## src/hdl/positional_ordered_list_defines.svh

```systemverilog
// Assertion macros shared by the positional ordered list RTL
`ifndef POSITIONAL_ORDERED_LIST_DEFINES_SVH
`define POSITIONAL_ORDERED_LIST_DEFINES_SVH

// Same-cycle property, sampled on clk_i, off while rst_ni is low
`define POL_ASSERT(lbl, prop, msg) \
  lbl: assert property (@(posedge clk_i) disable iff (!rst_ni) prop) else $error(msg);

// Next-cycle property: cons must hold in the cycle after ante
`define POL_ASSERT_NEXT(lbl, ante, cons, msg) \
  lbl: assert property (@(posedge clk_i) disable iff (!rst_ni) (ante) |=> (cons)) else $error(msg);

`endif

```

## src/hdl/pol_pkg.sv

```systemverilog
// Package with command, status and state codes and field widths for the positional ordered list
`default_nettype none

package pol_pkg;

  // Command codes carried on the input tuser
  typedef enum logic [2:0] {
    CMD_INS_FRONT = 3'd0,
    CMD_INS_BACK  = 3'd1,
    CMD_INS_AT    = 3'd2,
    CMD_DEL_FRONT = 3'd3,
    CMD_DEL_BACK  = 3'd4,
    CMD_DEL_AT    = 3'd5,
    CMD_DUMP      = 3'd6
  } cmd_e;

  // Result status codes
  typedef enum logic [1:0] {
    STAT_OK     = 2'd0,
    STAT_BADPOS = 2'd1,
    STAT_EMPTY  = 2'd2,
    STAT_FULL   = 2'd3
  } status_e;

  // Controller states
  typedef enum logic [2:0] {
    S_IDLE,
    S_INS,
    S_DEL,
    S_DUMP,
    S_RESP
  } state_e;

  // Field widths
  localparam int unsigned CmdW     = 3;
  localparam int unsigned ValueW   = 32;
  localparam int unsigned PosW     = 8;
  localparam int unsigned StatW    = 2;
  localparam int unsigned OccW     = 5;
  localparam int unsigned InDataW  = 40;
  localparam int unsigned OutDataW = 40;

endpackage

`default_nettype wire

```

## src/hdl/pol_ram.sv

```systemverilog
// Generic single-write, single-read RAM with registered read data
`default_nettype none

module pol_ram #(
  parameter int WIDTH = 32,
  parameter int DEPTH = 16,
  localparam int AW = $clog2(DEPTH)
) (
  input  wire logic             clk_i,
  input  wire logic             we_i,
  input  wire logic [AW-1:0]    waddr_i,
  input  wire logic [WIDTH-1:0] wdata_i,
  input  wire logic             re_i,
  input  wire logic [AW-1:0]    raddr_i,
  output logic      [WIDTH-1:0] rdata_o
);

  logic [WIDTH-1:0] mem [DEPTH];

  // Write port
  always_ff @(posedge clk_i) begin
    if (we_i) begin
      mem[waddr_i] <= wdata_i;
    end
  end

  // Read port, data holds while re_i is low
  always_ff @(posedge clk_i) begin
    if (re_i) begin
      rdata_o <= mem[raddr_i];
    end
  end

endmodule

`default_nettype wire

```

## src/hdl/positional_ordered_list.sv

```systemverilog
// Top level of the positional ordered list: bounded list of unsigned 32-bit words in one RAM
//
//  channel  | dir | tdata (low bit up)                          | tuser   | tlast
//  s_axis   | in  | value[31:0], position[39:32]                | command | -
//  m_axis   | out | status[1:0], occupancy[6:2], element[38:7]  | -       | last_result
//
// With the output never stalled, a refused edit or an empty dump goes straight
// to the response; an insert or delete first moves the shifted entries, the RAM
// moving one entry per cycle, then answers. A dump reads one element ahead,
// then gives one beat per cycle.
// Reset clears the count; the RAM needs no clearing pass.
// A stalled output holds the result register and stops a dump or a pending response.
`default_nettype none
`include "positional_ordered_list_defines.svh"

module positional_ordered_list #(
  parameter int DEPTH = 16
) (
  input  wire logic                            clk_i,
  input  wire logic                            rst_ni,
  input  wire logic                            s_axis_tvalid,
  output logic                                 s_axis_tready,
  // value[31:0], position[39:32]
  input  wire logic [pol_pkg::InDataW-1:0]     s_axis_tdata,
  // command[2:0]
  input  wire logic [pol_pkg::CmdW-1:0]        s_axis_tuser,
  output logic                                 m_axis_tvalid,
  input  wire logic                            m_axis_tready,
  // status[1:0], occupancy[6:2], element[38:7], zero[39]
  output logic [pol_pkg::OutDataW-1:0]         m_axis_tdata,
  output logic                                 m_axis_tlast
);

  localparam int AW = $clog2(DEPTH);
  localparam int CW = $clog2(DEPTH + 1);
  localparam int PW = ((CW > 8) ? CW : 8) + 1;

  pol_pkg::state_e  state_q, state_d;
  logic [CW-1:0]    cnt_q, cnt_d;
  logic [CW-1:0]    n_q, n_d;
  logic [AW-1:0]    a_q, a_d;
  logic [AW-1:0]    pa_q, pa_d;
  logic             pend_q, pend_d;
  logic [AW-1:0]    idx_q, idx_d;
  logic [31:0]      val_q, val_d;
  pol_pkg::status_e stat_q, stat_d;

  logic             out_valid_q, out_valid_d;
  pol_pkg::status_e out_stat_q, out_stat_d;
  logic [4:0]       out_occ_q, out_occ_d;
  logic [31:0]      out_elem_q, out_elem_d;
  logic             out_last_q, out_last_d;

  logic             ram_we;
  logic [AW-1:0]    ram_waddr;
  logic [31:0]      ram_wdata;
  logic             ram_re;
  logic [AW-1:0]    ram_raddr;
  logic [31:0]      ram_rdata;

  logic             in_accept;
  logic             out_free;

  logic [PW-1:0]    cnt_w, pos_w, ins_p, del_p;
  pol_pkg::cmd_e    cmd;
  pol_pkg::status_e dec_status;
  pol_pkg::state_e  dec_state;
  logic [CW-1:0]    dec_cnt, dec_n;
  logic [AW-1:0]    dec_a, dec_idx;

  assign s_axis_tready = (state_q == pol_pkg::S_IDLE);
  assign in_accept     = s_axis_tvalid && s_axis_tready;
  assign out_free      = !out_valid_q || m_axis_tready;

  assign m_axis_tvalid = out_valid_q;
  assign m_axis_tdata  = {1'b0, out_elem_q, out_occ_q, out_stat_q};
  assign m_axis_tlast  = out_last_q;

  // Entry store
  pol_ram #(
    .WIDTH(32),
    .DEPTH(DEPTH)
  ) u_ram (
    .clk_i  (clk_i),
    .we_i   (ram_we),
    .waddr_i(ram_waddr),
    .wdata_i(ram_wdata),
    .re_i   (ram_re),
    .raddr_i(ram_raddr),
    .rdata_o(ram_rdata)
  );

  // Decode the incoming command against the current count
  always_comb begin
    cmd   = pol_pkg::cmd_e'(s_axis_tuser);
    cnt_w = PW'(cnt_q);
    pos_w = PW'(s_axis_tdata[39:32]);
    case (cmd)
      pol_pkg::CMD_INS_FRONT: ins_p = PW'(1);
      pol_pkg::CMD_INS_BACK:  ins_p = cnt_w + PW'(1);
      default:                ins_p = pos_w;
    endcase
    case (cmd)
      pol_pkg::CMD_DEL_FRONT: del_p = PW'(1);
      pol_pkg::CMD_DEL_BACK:  del_p = cnt_w;
      default:                del_p = pos_w;
    endcase

    dec_state  = pol_pkg::S_RESP;
    dec_status = pol_pkg::STAT_BADPOS;
    dec_cnt    = cnt_q;
    dec_n      = '0;
    dec_a      = '0;
    dec_idx    = '0;
    unique case (cmd) inside
      pol_pkg::CMD_INS_FRONT, pol_pkg::CMD_INS_BACK, pol_pkg::CMD_INS_AT: begin
        if (ins_p == '0 || ins_p > cnt_w + PW'(1)) begin
          dec_status = pol_pkg::STAT_BADPOS;
        end else if (cnt_q >= CW'(DEPTH)) begin
          dec_status = pol_pkg::STAT_FULL;
        end else begin
          dec_status = pol_pkg::STAT_OK;
          dec_state  = pol_pkg::S_INS;
          dec_cnt    = cnt_q + CW'(1);
          dec_n      = CW'(cnt_w - (ins_p - PW'(1)));
          dec_a      = AW'(cnt_w - PW'(1));
          dec_idx    = AW'(ins_p - PW'(1));
        end
      end
      pol_pkg::CMD_DEL_FRONT, pol_pkg::CMD_DEL_BACK, pol_pkg::CMD_DEL_AT: begin
        if (cnt_q == '0) begin
          dec_status = pol_pkg::STAT_EMPTY;
        end else if (del_p == '0 || del_p > cnt_w) begin
          dec_status = pol_pkg::STAT_BADPOS;
        end else begin
          dec_status = pol_pkg::STAT_OK;
          dec_state  = pol_pkg::S_DEL;
          dec_cnt    = cnt_q - CW'(1);
          dec_n      = CW'(cnt_w - del_p);
          dec_a      = AW'(del_p);
        end
      end
      pol_pkg::CMD_DUMP: begin
        if (cnt_q == '0) begin
          dec_status = pol_pkg::STAT_EMPTY;
        end else begin
          dec_status = pol_pkg::STAT_OK;
          dec_state  = pol_pkg::S_DUMP;
          dec_n      = cnt_q;
        end
      end
      default: begin
        dec_status = pol_pkg::STAT_BADPOS;
      end
    endcase
  end

  // Next state
  always_comb begin
    state_d = state_q;
    unique case (state_q)
      pol_pkg::S_IDLE: begin
        if (in_accept) state_d = dec_state;
      end
      pol_pkg::S_INS, pol_pkg::S_DEL: begin
        if (n_q == '0 && !pend_q) state_d = pol_pkg::S_RESP;
      end
      pol_pkg::S_DUMP: begin
        if (pend_q && out_free && n_q == '0) state_d = pol_pkg::S_IDLE;
      end
      pol_pkg::S_RESP: begin
        if (out_free) state_d = pol_pkg::S_IDLE;
      end
      default: state_d = pol_pkg::S_IDLE;
    endcase
  end

  // Datapath, RAM access and result register
  always_comb begin
    cnt_d       = cnt_q;
    n_d         = n_q;
    a_d         = a_q;
    pa_d        = pa_q;
    pend_d      = pend_q;
    idx_d       = idx_q;
    val_d       = val_q;
    stat_d      = stat_q;
    out_valid_d = out_valid_q && !m_axis_tready;
    out_stat_d  = out_stat_q;
    out_occ_d   = out_occ_q;
    out_elem_d  = out_elem_q;
    out_last_d  = out_last_q;
    ram_we      = 1'b0;
    ram_waddr   = pa_q;
    ram_wdata   = ram_rdata;
    ram_re      = 1'b0;
    ram_raddr   = a_q;

    unique case (state_q)
      pol_pkg::S_IDLE: begin
        if (in_accept) begin
          cnt_d  = dec_cnt;
          n_d    = dec_n;
          a_d    = dec_a;
          idx_d  = dec_idx;
          val_d  = s_axis_tdata[31:0];
          stat_d = dec_status;
          pend_d = 1'b0;
        end
      end
      // Move entries up one slot from the back, then drop the new value in
      pol_pkg::S_INS: begin
        if (pend_q) begin
          ram_we = 1'b1;
        end
        if (n_q != '0) begin
          ram_re = 1'b1;
          pa_d   = a_q + AW'(1);
          a_d    = a_q - AW'(1);
          n_d    = n_q - CW'(1);
          pend_d = 1'b1;
        end else begin
          pend_d = 1'b0;
          if (!pend_q) begin
            ram_we    = 1'b1;
            ram_waddr = idx_q;
            ram_wdata = val_q;
          end
        end
      end
      // Move entries down one slot over the removed one
      pol_pkg::S_DEL: begin
        if (pend_q) begin
          ram_we = 1'b1;
        end
        if (n_q != '0) begin
          ram_re = 1'b1;
          pa_d   = a_q - AW'(1);
          a_d    = a_q + AW'(1);
          n_d    = n_q - CW'(1);
          pend_d = 1'b1;
        end else begin
          pend_d = 1'b0;
        end
      end
      // Read front to back, one beat per element
      pol_pkg::S_DUMP: begin
        if (!pend_q) begin
          ram_re = 1'b1;
          a_d    = a_q + AW'(1);
          n_d    = n_q - CW'(1);
          pend_d = 1'b1;
        end else if (out_free) begin
          out_valid_d = 1'b1;
          out_stat_d  = pol_pkg::STAT_OK;
          out_occ_d   = 5'(cnt_q);
          out_elem_d  = ram_rdata;
          out_last_d  = (n_q == '0);
          if (n_q != '0) begin
            ram_re = 1'b1;
            a_d    = a_q + AW'(1);
            n_d    = n_q - CW'(1);
          end else begin
            pend_d = 1'b0;
          end
        end
      end
      pol_pkg::S_RESP: begin
        if (out_free) begin
          out_valid_d = 1'b1;
          out_stat_d  = stat_q;
          out_occ_d   = 5'(cnt_q);
          out_elem_d  = '0;
          out_last_d  = 1'b1;
        end
      end
      default: begin
        pend_d = 1'b0;
      end
    endcase
  end

  // Control registers
  always_ff @(posedge clk_i or negedge rst_ni) begin
    if (!rst_ni) begin
      state_q     <= pol_pkg::S_IDLE;
      cnt_q       <= '0;
      pend_q      <= 1'b0;
      out_valid_q <= 1'b0;
    end else begin
      state_q     <= state_d;
      cnt_q       <= cnt_d;
      pend_q      <= pend_d;
      out_valid_q <= out_valid_d;
    end
  end

  // Payload registers
  always_ff @(posedge clk_i) begin
    n_q        <= n_d;
    a_q        <= a_d;
    pa_q       <= pa_d;
    idx_q      <= idx_d;
    val_q      <= val_d;
    stat_q     <= stat_d;
    out_stat_q <= out_stat_d;
    out_occ_q  <= out_occ_d;
    out_elem_q <= out_elem_d;
    out_last_q <= out_last_d;
  end

  // Checks
  `POL_ASSERT(a_cnt_bound, cnt_q <= CW'(DEPTH), "element count above depth")
  `POL_ASSERT(a_we_in_edit, ram_we |-> (state_q == pol_pkg::S_INS || state_q == pol_pkg::S_DEL), "RAM write outside an edit")
  `POL_ASSERT_NEXT(a_accept_busy, in_accept, state_q != pol_pkg::S_IDLE, "accepted command left controller idle")
  `POL_ASSERT(a_mid_dump_ok, (m_axis_tvalid && !m_axis_tlast) |-> (out_stat_q == pol_pkg::STAT_OK), "non-final beat without ok status")

endmodule

`default_nettype wire
```

## config.mk

```make
export PLATFORM = sky130hd
export DESIGN_NAME = positional_ordered_list
export DESIGN_NICKNAME = d
export VERILOG_FILES = /design/src/hdl/pol_pkg.sv /design/src/hdl/pol_ram.sv /design/src/hdl/positional_ordered_list.sv
export VERILOG_INCLUDE_DIRS = /design/src /design/src/hdl
export SDC_FILE = /design/constraint.sdc
export NUM_CORES = 1
export LEC_CHECK = 0
export BUFFER_PORTS_ARGS = -buffer_cell sky130_fd_sc_hd__buf_4
export CAP_MARGIN = 20
export CELL_PAD_IN_SITES_DETAIL_PLACEMENT = 0
export CELL_PAD_IN_SITES_GLOBAL_PLACEMENT = 1
export CORE_MARGIN = 5
export CORE_UTILIZATION = 54
export DETAILED_ROUTE_END_ITERATION = 16
export MAX_ROUTING_LAYER = met4
export PLACE_DENSITY_LB_ADDON = 0.1
export SYNTH_ARGS = -nofsm -noshare
export SYNTH_HDL_FRONTEND = slang
export SYNTH_HIERARCHICAL = 1
export SYNTH_SLANG_ARGS = --single-unit
```

## constraint.sdc

```tcl
create_clock -name clk_i -period 6.62 [get_ports clk_i]
set_input_delay 0.331 -clock clk_i [delete_from_list [all_inputs] [get_ports clk_i]]
set_output_delay 0.331 -clock clk_i [all_outputs]
set_load 0.03 [all_outputs]
```

Word-level counts from Yosys, hierarchy flattened. Memory sizes are Yosys's and may differ from the RTL's. A register that Yosys moved wholly into a read port is not among the register bits. Index checks and enable logic that the tools add are counted.

Add/subtract/negate cells: 10. $lt $le $gt $ge: 3. Equal/unequal tests: 23. Muxes and demuxes: 86. Bitwise gates (word level): 2. Reduce and logical (&&, ||, !) cells: 36.

Operator list (count): 32-bit two-way mux (6); 5-bit two-way mux (15); 32-bit one-hot mux with 2 select lines (1); 4-bit two-way mux (13); 8-bit one-hot mux with 2 select lines (2); 5-bit one-hot mux with 3 select lines (2); 3-bit two-way mux (9); 2-bit inequality test, second input constant (10); 5-bit one-hot mux with 2 select lines (2); 9-bit logical NOT (2); 1-bit two-way mux (17); 4-bit one-hot mux with 2 select lines (2); 4-bit one-hot mux with 4 select lines (1); 5-bit by 1-bit subtractor with 5-bit output, second input constant (3); 2-bit two-way mux (7); 3-bit by 2-bit equality test with 1-bit output, second input constant (4); 3-bit equality test, second input constant (4); 3-bit one-hot mux with 4 select lines (1); 4-bit AND reduction (3); 5-bit logical NOT (2); 5-bit subtractor (2); 3-bit one-hot mux with 3 select lines (1); 3-bit OR reduction (3); 8-bit by 5-bit > comparator with 1-bit output (1); 26 further kinds (47).

Register bits after elaboration: 101. Bits in writable memories: 512. Output and inout port bits: 43. Word-level logic and storage cells: 175. Memories: 1.

Memories: u_ram.mem (words 16, bits a word 32, read ports 1, clocked after Yosys merged registers in 1, write ports 1, RTL line pol_ram.sv:18) `logic [WIDTH-1:0] mem [DEPTH];`.

Logic depth before layout (Yosys ltp). Gate-level depths: netlist of run 1.

Depth in word-level cells: 9. Depth in mapped cells: 15.

Hierarchy. The synthesis of run 1 kept the hierarchy.

By module, submodules not included: pol_ram (times used 1, cells an instance 838, area each 20155.6 um^2, seq. area each 16335.7 um^2); positional_ordered_list (times used 1, cells an instance 539, area each 5997.0 um^2, seq. area each 2982.9 um^2).

Worst setup path after synthesis of run 1. OpenSTA, ideal clock, no wires.

Path kind: reg2reg. Start point: reg state_q[0]. End point: mem u_ram.mem[0][0], enable pin. Library setup time: 461 ps. Arrival: 4713 ps. Path slack: 1446 ps. Stages on the path, launching flop included: 10. Buffers on the path: 2. Period minus slack after synthesis: 5174 ps. Path through: dfrtp_1 -> buf_2 -> inv_1 -> nor3_1 -> nand2_1 -> nor2_2 -> buf_4 -> mux2_2 -> or3b_2 -> nor3_1.

Elaborated cells between the ends (all ways): 6.

RTL lines: from (decl) (RTL line positional_ordered_list.sv:38) `pol_pkg::state_e state_q, state_d;`; from (signal assigned) (RTL line positional_ordered_list.sv:286) `state_q <= pol_pkg::S_IDLE;`; from (signal assigned) (RTL line positional_ordered_list.sv:291) `state_q <= state_d;`; 3-bit by 1-bit equality test with 1-bit output (RTL line positional_ordered_list.sv:199) `unique case (state_q)`; 4-bit two-way mux (RTL line positional_ordered_list.sv:199); net ram_waddr[2] (RTL line positional_ordered_list.sv:55) `logic [AW-1:0] ram_waddr;`; to (decl) (RTL line pol_ram.sv:18).

The timed path passes the listed nets, and every way through them passes these cells.

Worst setup path after layout of run 1.
Start point: reg state_q[0]. End point: mem u_ram.mem[13][26], enable pin.

The elaborated chain is that of the path after synthesis.

==> impl_results.rst, run 1 <==
.. list-table::
   :header-rows: 1

   * - Metric
     - Value
   * - Run status
     - complete, no violations
   * - Hold Violations, Final
     - 0
   * - Met1 track demand over resource in global routing
     - 31.4%
   * - Startpoint type of the worst setup path
     - register
   * - Max FO, Critical Path
     - 18
   * - Final core utilization
     - 63.4%
   * - Number of library cell types mapped by synthesis
     - 68
   * - Netlist Area Pre-Place
     - 26200 um^2
   * - Latest clock arrival within the worst-skew pair
     - 0.61 ns
   * - Core footprint
     - 47800 um^2
   * - Number of clock sinks
     - 645
   * - Count of state elements after synthesis
     - 645
   * - Floorplan die area
     - 52900 um^2
   * - Setup TNS
     - 0 ns
   * - Total placed instance area
     - 27700 um^2
   * - RSZ-0062 raised after global routing
     - false
   * - Reg-to-Reg Start
     - state_q[0]
   * - Die Height
     - 230 um
   * - Post-DRT Antenna Nets
     - 0
   * - Max-slew headroom
     - 26.4%
   * - Most area-consuming cells after synthesis
     - sky130_fd_sc_hd__edfxtp_1 (73%), sky130_fd_sc_hd__mux4_2 (11%), sky130_fd_sc_hd__a22oi_1 (1.9%)
   * - Iteration-0 DRC count of the detailed router
     - 1234
   * - Portion of the post-synthesis area used by sequential elements
     - 73.9%
   * - Reg clk slew, reported paths
     - 0.06 ns
   * - Final weighted congestion in routability-driven placement
     - 0.841
   * - DPL Wire Length
     - 32400 um
   * - Synth area leader
     - sky130_fd_sc_hd__edfxtp_1
   * - Standard-cell rows
     - 80
   * - Design Power
     - 0.0125 W
   * - Final worst clock skew
     - 0.0249 ns
   * - Data arrival time of the critical path
     - 4.88 ns
   * - Cell count after synthesis
     - 1377
   * - Cell area power density
     - 412 nW/um^2
   * - H-tree levels
     - 3
   * - Clock period minus worst slack
     - 4.62 ns
   * - Number of buffers added on ports
     - 88
   * - Number of antenna violations at the first check in global routing
     - 0
   * - Peak-usage layer in the global routing report
     - met2
   * - Total iterations of the first detailed-routing run
     - 5
   * - Maximum number of pins on one net before global-route repair
     - 100
   * - Clock buffer count from CTS
     - 67
   * - CTS tree
     - built
   * - Logic depth of the worst register-to-register path
     - 8
   * - Most used flip-flop cell after synthesis
     - sky130_fd_sc_hd__edfxtp_1
   * - Final period util
     - 69.8%
   * - Hold worst-path end
     - m_axis_tvalid
   * - Launch instance of the worst min-delay path
     - m_axis_tready
   * - Drt via density
     - 6.04
   * - Via count
     - 13.3k
   * - Buffer type at the clock tree root
     - sky130_fd_sc_hd__clkbuf_16
   * - Final design instance area without fill
     - 30300 um^2
   * - LEAKAGE
     - 9.98 nW
   * - Post-synthesis async set-or-reset flop share
     - 1.55%
   * - Count of warnings emitted by yosys
     - 6
   * - Reg-to-Reg End
     - u_ram/mem[13][26]
   * - Setup slack of the most critical reg-to-reg path
     - 2.00 ns
   * - Final Slew Violations
     - 0
   * - Maximum vdd drop
     - 377 uV
   * - Total wirelength of the detailed-routed design
     - 55300 um
   * - Initial cell density of the core
     - 54.7%
   * - Hold depth
     - 3
   * - Maximum Capacitance Violations
     - 0
   * - Net count after synthesis
     - 1456
   * - Total inserted antenna cells
     - 0
   * - DRC violation count after routing
     - 0
   * - Fraction of layout cells with a size suffix above 1
     - 26.9%
   * - Post-Synthesis Mean Instance Area
     - 19.0 um^2
   * - Setup Crit Path Kind
     - register to register
   * - Number of synthesized flops with an enable pin
     - 635
   * - Maximum number of buffers from clock root to sink
     - 3
   * - Via count of the first global-routing pass
     - 13.8k
   * - Measured slew at the worst slew-check pin
     - 1.10 ns
   * - # resized after CTS
     - 0
   * - Wire length of the first global-routing pass
     - 85400 um
   * - GR met2 Demand/Resource
     - 33.7%
   * - Congestion Overflow GR
     - 0
   * - Yosys top cell area share
     - 72.9%
   * - Met3 capacity usage during global routing
     - 4.35%
   * - Worst Setup End Kind
     - register
   * - Detail-routed net length per standard cell
     - 25.2 um
   * - Final net count
     - 1608
   * - GRT Total Usage
     - 21.9%
   * - Critical path data required time
     - 6.88 ns
   * - Number of placed I/O pins
     - 90
   * - Final setup violating endpoints
     - 0
   * - Synth-to-layout area growth
     - 16.0%
   * - Hold Crit Class
     - input pin to register
   * - Die X
     - 230 um
   * - Top achievable clock speed
     - 216 MHz
==> synthesized netlist by cell type, types with 10 or more instances <==
cell	count
sky130_fd_sc_hd__dfrtp_1	10
sky130_fd_sc_hd__a21oi_1	32
sky130_fd_sc_hd__o21ai_0	27
sky130_fd_sc_hd__buf_1	11
sky130_fd_sc_hd__nor3_1	19
sky130_fd_sc_hd__edfxtp_1	635
sky130_fd_sc_hd__ha_1	29
sky130_fd_sc_hd__nor2_1	50
sky130_fd_sc_hd__buf_4	14
sky130_fd_sc_hd__mux2_2	36
sky130_fd_sc_hd__buf_2	12
sky130_fd_sc_hd__nor2b_1	40
sky130_fd_sc_hd__xnor2_1	18
sky130_fd_sc_hd__clkbuf_1	29
sky130_fd_sc_hd__a22oi_1	66
sky130_fd_sc_hd__inv_1	31
sky130_fd_sc_hd__mux4_2	128
sky130_fd_sc_hd__nand2_1	68
==> layer usage <==
metal  share of wire (%)  up-vias
met5                   0        -
met2                  48      396
met4                 1.7        0
met3                 6.3       72
li1                    -     5872
met1                  44     6910
==> state kept, by name, summed over array words and instances (netlist names) <==
| name | cells |
|---|---|
| val_q | 32 |
| cnt_q | 5 |
| a_q | 4 |
| m_axis_tvalid | 1 |
| u_ram/mem | 512 |
| state_q | 3 |
| u_ram/rdata_o | 32 |
| m_axis_tlast | 1 |
| out_stat_q | 2 |
| pend_q | 1 |
| out_elem_q | 32 |
| pa_q | 4 |
| n_q | 5 |
| out_occ_q | 5 |
| idx_q | 4 |
| stat_q | 2 |
==> logic make-up after synthesis <==
group	count (synthesis)	share of synthesized area, %
other cells	1	0.0143
flops	645	73.9
simple gates	224	4.29
buf+inv	101	1.77
mux	169	12.8
fa+ha+maj	32	1.62
xor+xnor	25	0.837
compound gates	180	4.83
==> metrics by stage <==
step / setup WS (ns) / instances / hold WS [ns]
after floorplan: 1.45 / 1377 / 0.0354
after global placement: 2.05 / 2034 / 0.171
after detailed placement: 1.87 / 2037 / 0.171
after CTS: 1.84 / 2189 / 0.00384
after global routing: 1.68 / 2194 / 0.0268
final: 2.00 / 2194 / 0.0398
==> where the power goes <==
part           switching (W)  total, W  internal [W]
Clock                0.00153   0.00380       0.00227
Sequential          0.000221   0.00540       0.00518
Combinational        0.00200   0.00329       0.00130
Total                0.00374    0.0125       0.00876
==> final cells by class <==
cell class	instances	area (um^2)
Multi-Input combinational cell	631	6540
Clock inverter	40	517
Timing Repair Buffer	151	1350
Sequential cell	645	19300
Fill cell	3310	17500
Tap cell	615	769
Clock buffer	79	1720
Inverter	33	124
==> layout by cell type, fill, tap and decap left out, drive strengths merged, types with 5 or more instances in the layout <==
cell         synthesis  routed
a21o                 7       7
a21oi               32      32
a221oi               5       5
a22oi               66      66
and3                 6       6
buf                 39     118
bufinv               0      10
clkbuf              29      79
clkinv               1      24
dfrtp               10      10
dlygate4sd3          0      33
edfxtp             635     635
ha                  29      29
inv                 32      37
mux2                37      37
mux4               128     128
nand2               68      68
nand3                6       6
nor2                54      54
nor2b               40      40
nor3                21      21
o21ai               29      29
o22ai               10      10
or2                  5       5
or3                  5       5
xnor2               18      18
xor2                 7       7
==> worst max path at each step <==
stage / end / cells after the start / start
2_1_floorplan: u_ram/mem[0][0] / 9 / state_q[0]
3_3_place_gp: u_ram/mem[8][3] / 8 / state_q[0]
3_5_place_dp: u_ram/mem[8][9] / 8 / state_q[0]
4_1_cts: u_ram/mem[8][12] / 8 / state_q[0]
5_1_grt: u_ram/mem[13][23] / 8 / state_q[0]
6_report: u_ram/mem[13][26] / 8 / state_q[0]
==> worst max-delay path, stage by stage (launching register included) <==
cell and delay [ns]:
sky130_fd_sc_hd__dfrtp_1 0.67, sky130_fd_sc_hd__inv_1 0.24, sky130_fd_sc_hd__nor3_1 0.59, sky130_fd_sc_hd__nand2_1 0.23
sky130_fd_sc_hd__nor2_4 0.58, sky130_fd_sc_hd__mux2_2 0.51, sky130_fd_sc_hd__nand2b_1 0.37, sky130_fd_sc_hd__nor2_4 0.62
sky130_fd_sc_hd__buf_4 0.42
==> what timing repair did <==
action | in CTS | in global routing
hold buffers | 33 | 0
setup buffers | 0 | 0
endpoints found under the hold margin | 42 | 0
(Power assumes the default switching activity.)
==> run 2, diff against run 1 <==
- CORE_UTILIZATION: 54 -> 49
- clock period: 6.62 -> 3.9 ns (I/O delays scaled with it)
==> run 2 against run 1 <==
Effect of this change: first-iteration DRC count shrank 6.8%; worst hold slack gained 0.033 ns; via count grew 1.9%; critical path depth grew 4; utilization shrank 5.2 points; combinational power grew 77%; total power grew 70%; non-clock buffer count grew 45; register-to-register slack lost 1.7 ns; sequential share of layout area shrank 0.81 points; clock power grew 64%; setup slack lost 1.7 ns; critical path type unchanged.
==> impl_results.rst, run 2 (same netlist as run 1, synthesis figures left out) <==
.. list-table::
   :header-rows: 1

   * - Metric
     - Value
   * - Via count of the first global-routing pass
     - 13.7k (-0.75%)
   * - Worst Setup End Kind
     - register
   * - DRC violation count after routing
     - 0 (unchanged)
   * - Filler Cells Inserted
     - 3979 (+20%)
   * - RSZ-0062 raised after global routing
     - false
   * - Run status
     - complete, no violations
   * - Final period util
     - 91.4% (+22 points)
   * - Switching fraction of total power
     - 30.1% (+0.12 points)
   * - Standard-cell rows
     - 84 (+5.0%)
   * - Die Height
     - 241 um (+4.8%)
   * - Iteration-0 DRC count of the detailed router
     - 1150 (-6.8%)
   * - Floorplan die area
     - 58100 um^2 (+9.8%)
   * - Number of flip-flops under the largest register name
     - 512 (unchanged)
   * - Total wirelength of the detailed-routed design
     - 58900 um (+6.5%)
   * - Switch Pwr
     - 0.00637 W (+70%)
   * - Via count
     - 13.5k (+1.9%)
   * - Synth-to-layout area growth
     - 17.5%
   * - Buffer type at the clock tree root
     - sky130_fd_sc_hd__clkbuf_16
   * - Number of clock sinks
     - 645 (unchanged)
   * - Max FO, Critical Path
     - 14 (-4)
   * - Cell area power density
     - 690 nW/um^2 (+67%)
   * - Final worst clock skew
     - 0.0177 ns (-0.00712 ns)
   * - Total placed instance area
     - 28200 um^2 (+1.9%)
   * - Clock buffer count from CTS
     - 68 (+1.5%)
   * - Relative contribution of sequential cells to total power
     - 43.1% (about the same)
   * - Setup Crit Path Kind
     - register to register
   * - Maximum number of pins on one net before global-route repair
     - 76 (-24%)
   * - GRT Total Usage
     - 21.2% (-0.71 points)
   * - Startpoint type of the worst setup path
     - register
   * - Measured slew at the worst slew-check pin
     - 0.732 ns (-0.371 ns)
   * - Worst Hold Margin
     - 0.0726 ns (+0.0328 ns)
   * - Post-CTS setup repair buffer count
     - 0 (unchanged)
   * - Final design instance area without fill
     - 30700 um^2 (+1.3%)
   * - Die X
     - 241 um (+4.8%)
   * - Most used cells in the layout excluding fill and tap cells
     - sky130_fd_sc_hd__edfxtp_1 (635), sky130_fd_sc_hd__buf_4 (149), sky130_fd_sc_hd__mux4_2 (128)
   * - Number of placed I/O pins
     - 90 (unchanged)
   * - Final core utilization
     - 58.2% (-5.2 points)
   * - Final net count
     - 1654 (+2.9%)
   * - Maximum number of buffers from clock root to sink
     - 3 (unchanged)
   * - Latest clock arrival within the worst-skew pair
     - 0.60 ns (about the same)
   * - Combinational cell fraction of total power
     - 27.4% (+1.1 points)
   * - Detail-routed net length per standard cell
     - 25.4 um (+0.79%)
   * - H-tree levels
     - 3 (unchanged)
   * - Top achievable clock speed
     - 281 MHz (+30%)
   * - Leading cell type in the layout, fill and taps excluded
     - sky130_fd_sc_hd__edfxtp_1
   * - # resized after CTS
     - 0 (unchanged)
   * - Top reg by flops
     - u_ram/mem
   * - Reg clk slew, reported paths
     - 0.06 ns (about the same)
   * - Critical path data required time
     - 4.37 ns (-2.51 ns)
   * - Cell count after placement
     - 2157 (+5.9%)
   * - Cell breakdown of the critical path
     - buf_4 > nand2_1 > or4_1 > o21ai_0 > ha_1 > a211oi_1 > o221a_2 > o22ai_1 > a211o_1 > o31a_4 > nor2_4 > mux2_4
   * - Final weighted congestion in routability-driven placement
     - 0.869 (+3.3%)
   * - CTS tree
     - built
   * - Hold Crit Class
     - input pin to register
   * - Clock network fraction of design power
     - 29.5% (-0.9 points)
   * - Min setup slack post-route
     - 0.335 ns (-1.66 ns)
   * - Maximum Capacitance Violations
     - 0 (unchanged)
   * - Fraction of layout cells with a size suffix above 1
     - 28.3% (+1.4 points)
   * - Final Slew Violations
     - 0 (unchanged)
   * - Core footprint
     - 52800 um^2 (+10%)
   * - Post-DRT Antenna Nets
     - 0 (unchanged)
   * - Critical Path Slowest Stage Cell
     - sky130_fd_sc_hd__dfrtp_1
   * - Count of non-filler cells in the finished layout
     - 2319 (+5.7%)
   * - DPL Wire Length
     - 35300 um (+8.8%)
   * - CP max stage delay
     - 0.51 ns (-0.16 ns)
   * - Hold Violations, Final
     - 0 (unchanged)
   * - Total iterations of the first detailed-routing run
     - 5 (unchanged)
   * - Number of antenna violations at the first check in global routing
     - 0 (unchanged)
   * - Data arrival time of the critical path
     - 4.04 ns (-0.84 ns)
   * - LEAKAGE
     - 10.2 nW (+2.0%)
   * - Initial cell density of the core
     - 49.6% (-5.1 points)
   * - Congestion Overflow GR
     - 0 (unchanged)
   * - Internal power component
     - 0.0148 W (+69%)
   * - Maximum vdd drop
     - 375 uV (-0.34%)
   * - Number of buffers added on ports
     - 88 (unchanged)
   * - Post-Place Worst Slack
     - 0.377 ns (-1.50 ns)
   * - Max-slew headroom
     - 51.1% (+25 points)
   * - Final setup violating endpoints
     - 0 (unchanged)
   * - Count of hold buffers inserted by post-cts repair
     - 36 (+9.1%)
   * - Clock period minus worst slack
     - 3.57 ns (-1.06 ns)
   * - Drt via density
     - 5.82 (-3.6%)
   * - Wire length of the first global-routing pass
     - 88000 um (+3.1%)
run 2: cell types whose count changed in the layout (fill, tap and decap cells not counted), sizes merged:
cell / change
buf: +42
clkinv: +7
bufinv: -6
clkbuf: +6
dlygate4sd3: +3
inv: -2
clkinvlp: +1
diode: +1
run 2: cell type report:
cell class	count	area [um^2]	share of cell area, %
timing repair buffer	196	1710	5.55
inverter	33	124	0.403
sequential	645	19300	62.9
tap	688	861	2.80
multi-input combinational	631	6550	21.3
antenna	1	2.50	0.00814
clock inverter	40	315	1.03
clock buffer	85	1850	6.02
run 2: final timing paths:
path	from	end	slack, ns	cells past startpoint
max in group asynchronous	rst_ni	cnt_q[2]	2.85	3
min in group asynchronous	rst_ni	state_q[0]	0.67	3
worst min-delay path	s_axis_tuser[2]	state_q[0]	0.07	3
worst max-delay path	cnt_q[1]	cnt_q[1]	0.33	12
worst min register to register	stat_q[1]	out_stat_q[1]	0.56	1
worst max register to register	cnt_q[1]	cnt_q[1]	0.33	12
run 2: power by group through the flow:
stage / logic, W / clock network [W] / registers [W]
after CTS: 0.00592 / 0.00639 / 0.00915
after global placement: 0.00580 / 0 / 0.00930
after detailed placement: 0.00588 / 0 / 0.00929
after floorplan: 0.00378 / 0 / 0.00938
final: 0.00581 / 0.00625 / 0.00914
after global routing: 0.00636 / 0.00670 / 0.00919
run 2: routing by layer:
metal / vias to the layer above / wire length [um] / global-route usage [%]
met5: - / 0 / -
met4: 0 / 1250 / 5.54
met3: 80 / 3070 / 3.59
met2: 346 / 28000 / 32.2
met1: 7092 / 26600 / 30.5
li1: 5984 / - / -
run 2: worst max-delay path, delay by kind of cell, from the launching register on:
family                   cells  cell delay (ns)
adder cells (fa/ha/maj)      1             0.28
multiplexers                 1             0.31
AND/OR/NAND/NOR              3             0.66
flip-flops                   1             0.51
buffers and inverters        1             0.22
AO/OA/AOI/OAI                6             1.44
run 2: per-stage QoR:
stage	setup TNS (ns)	total power, W
after floorplan	-71.19	0.0132
after global placement	0	0.0151
after detailed placement	0	0.0152
after CTS	0	0.0215
after global routing	0	0.0223
final	0	0.0212
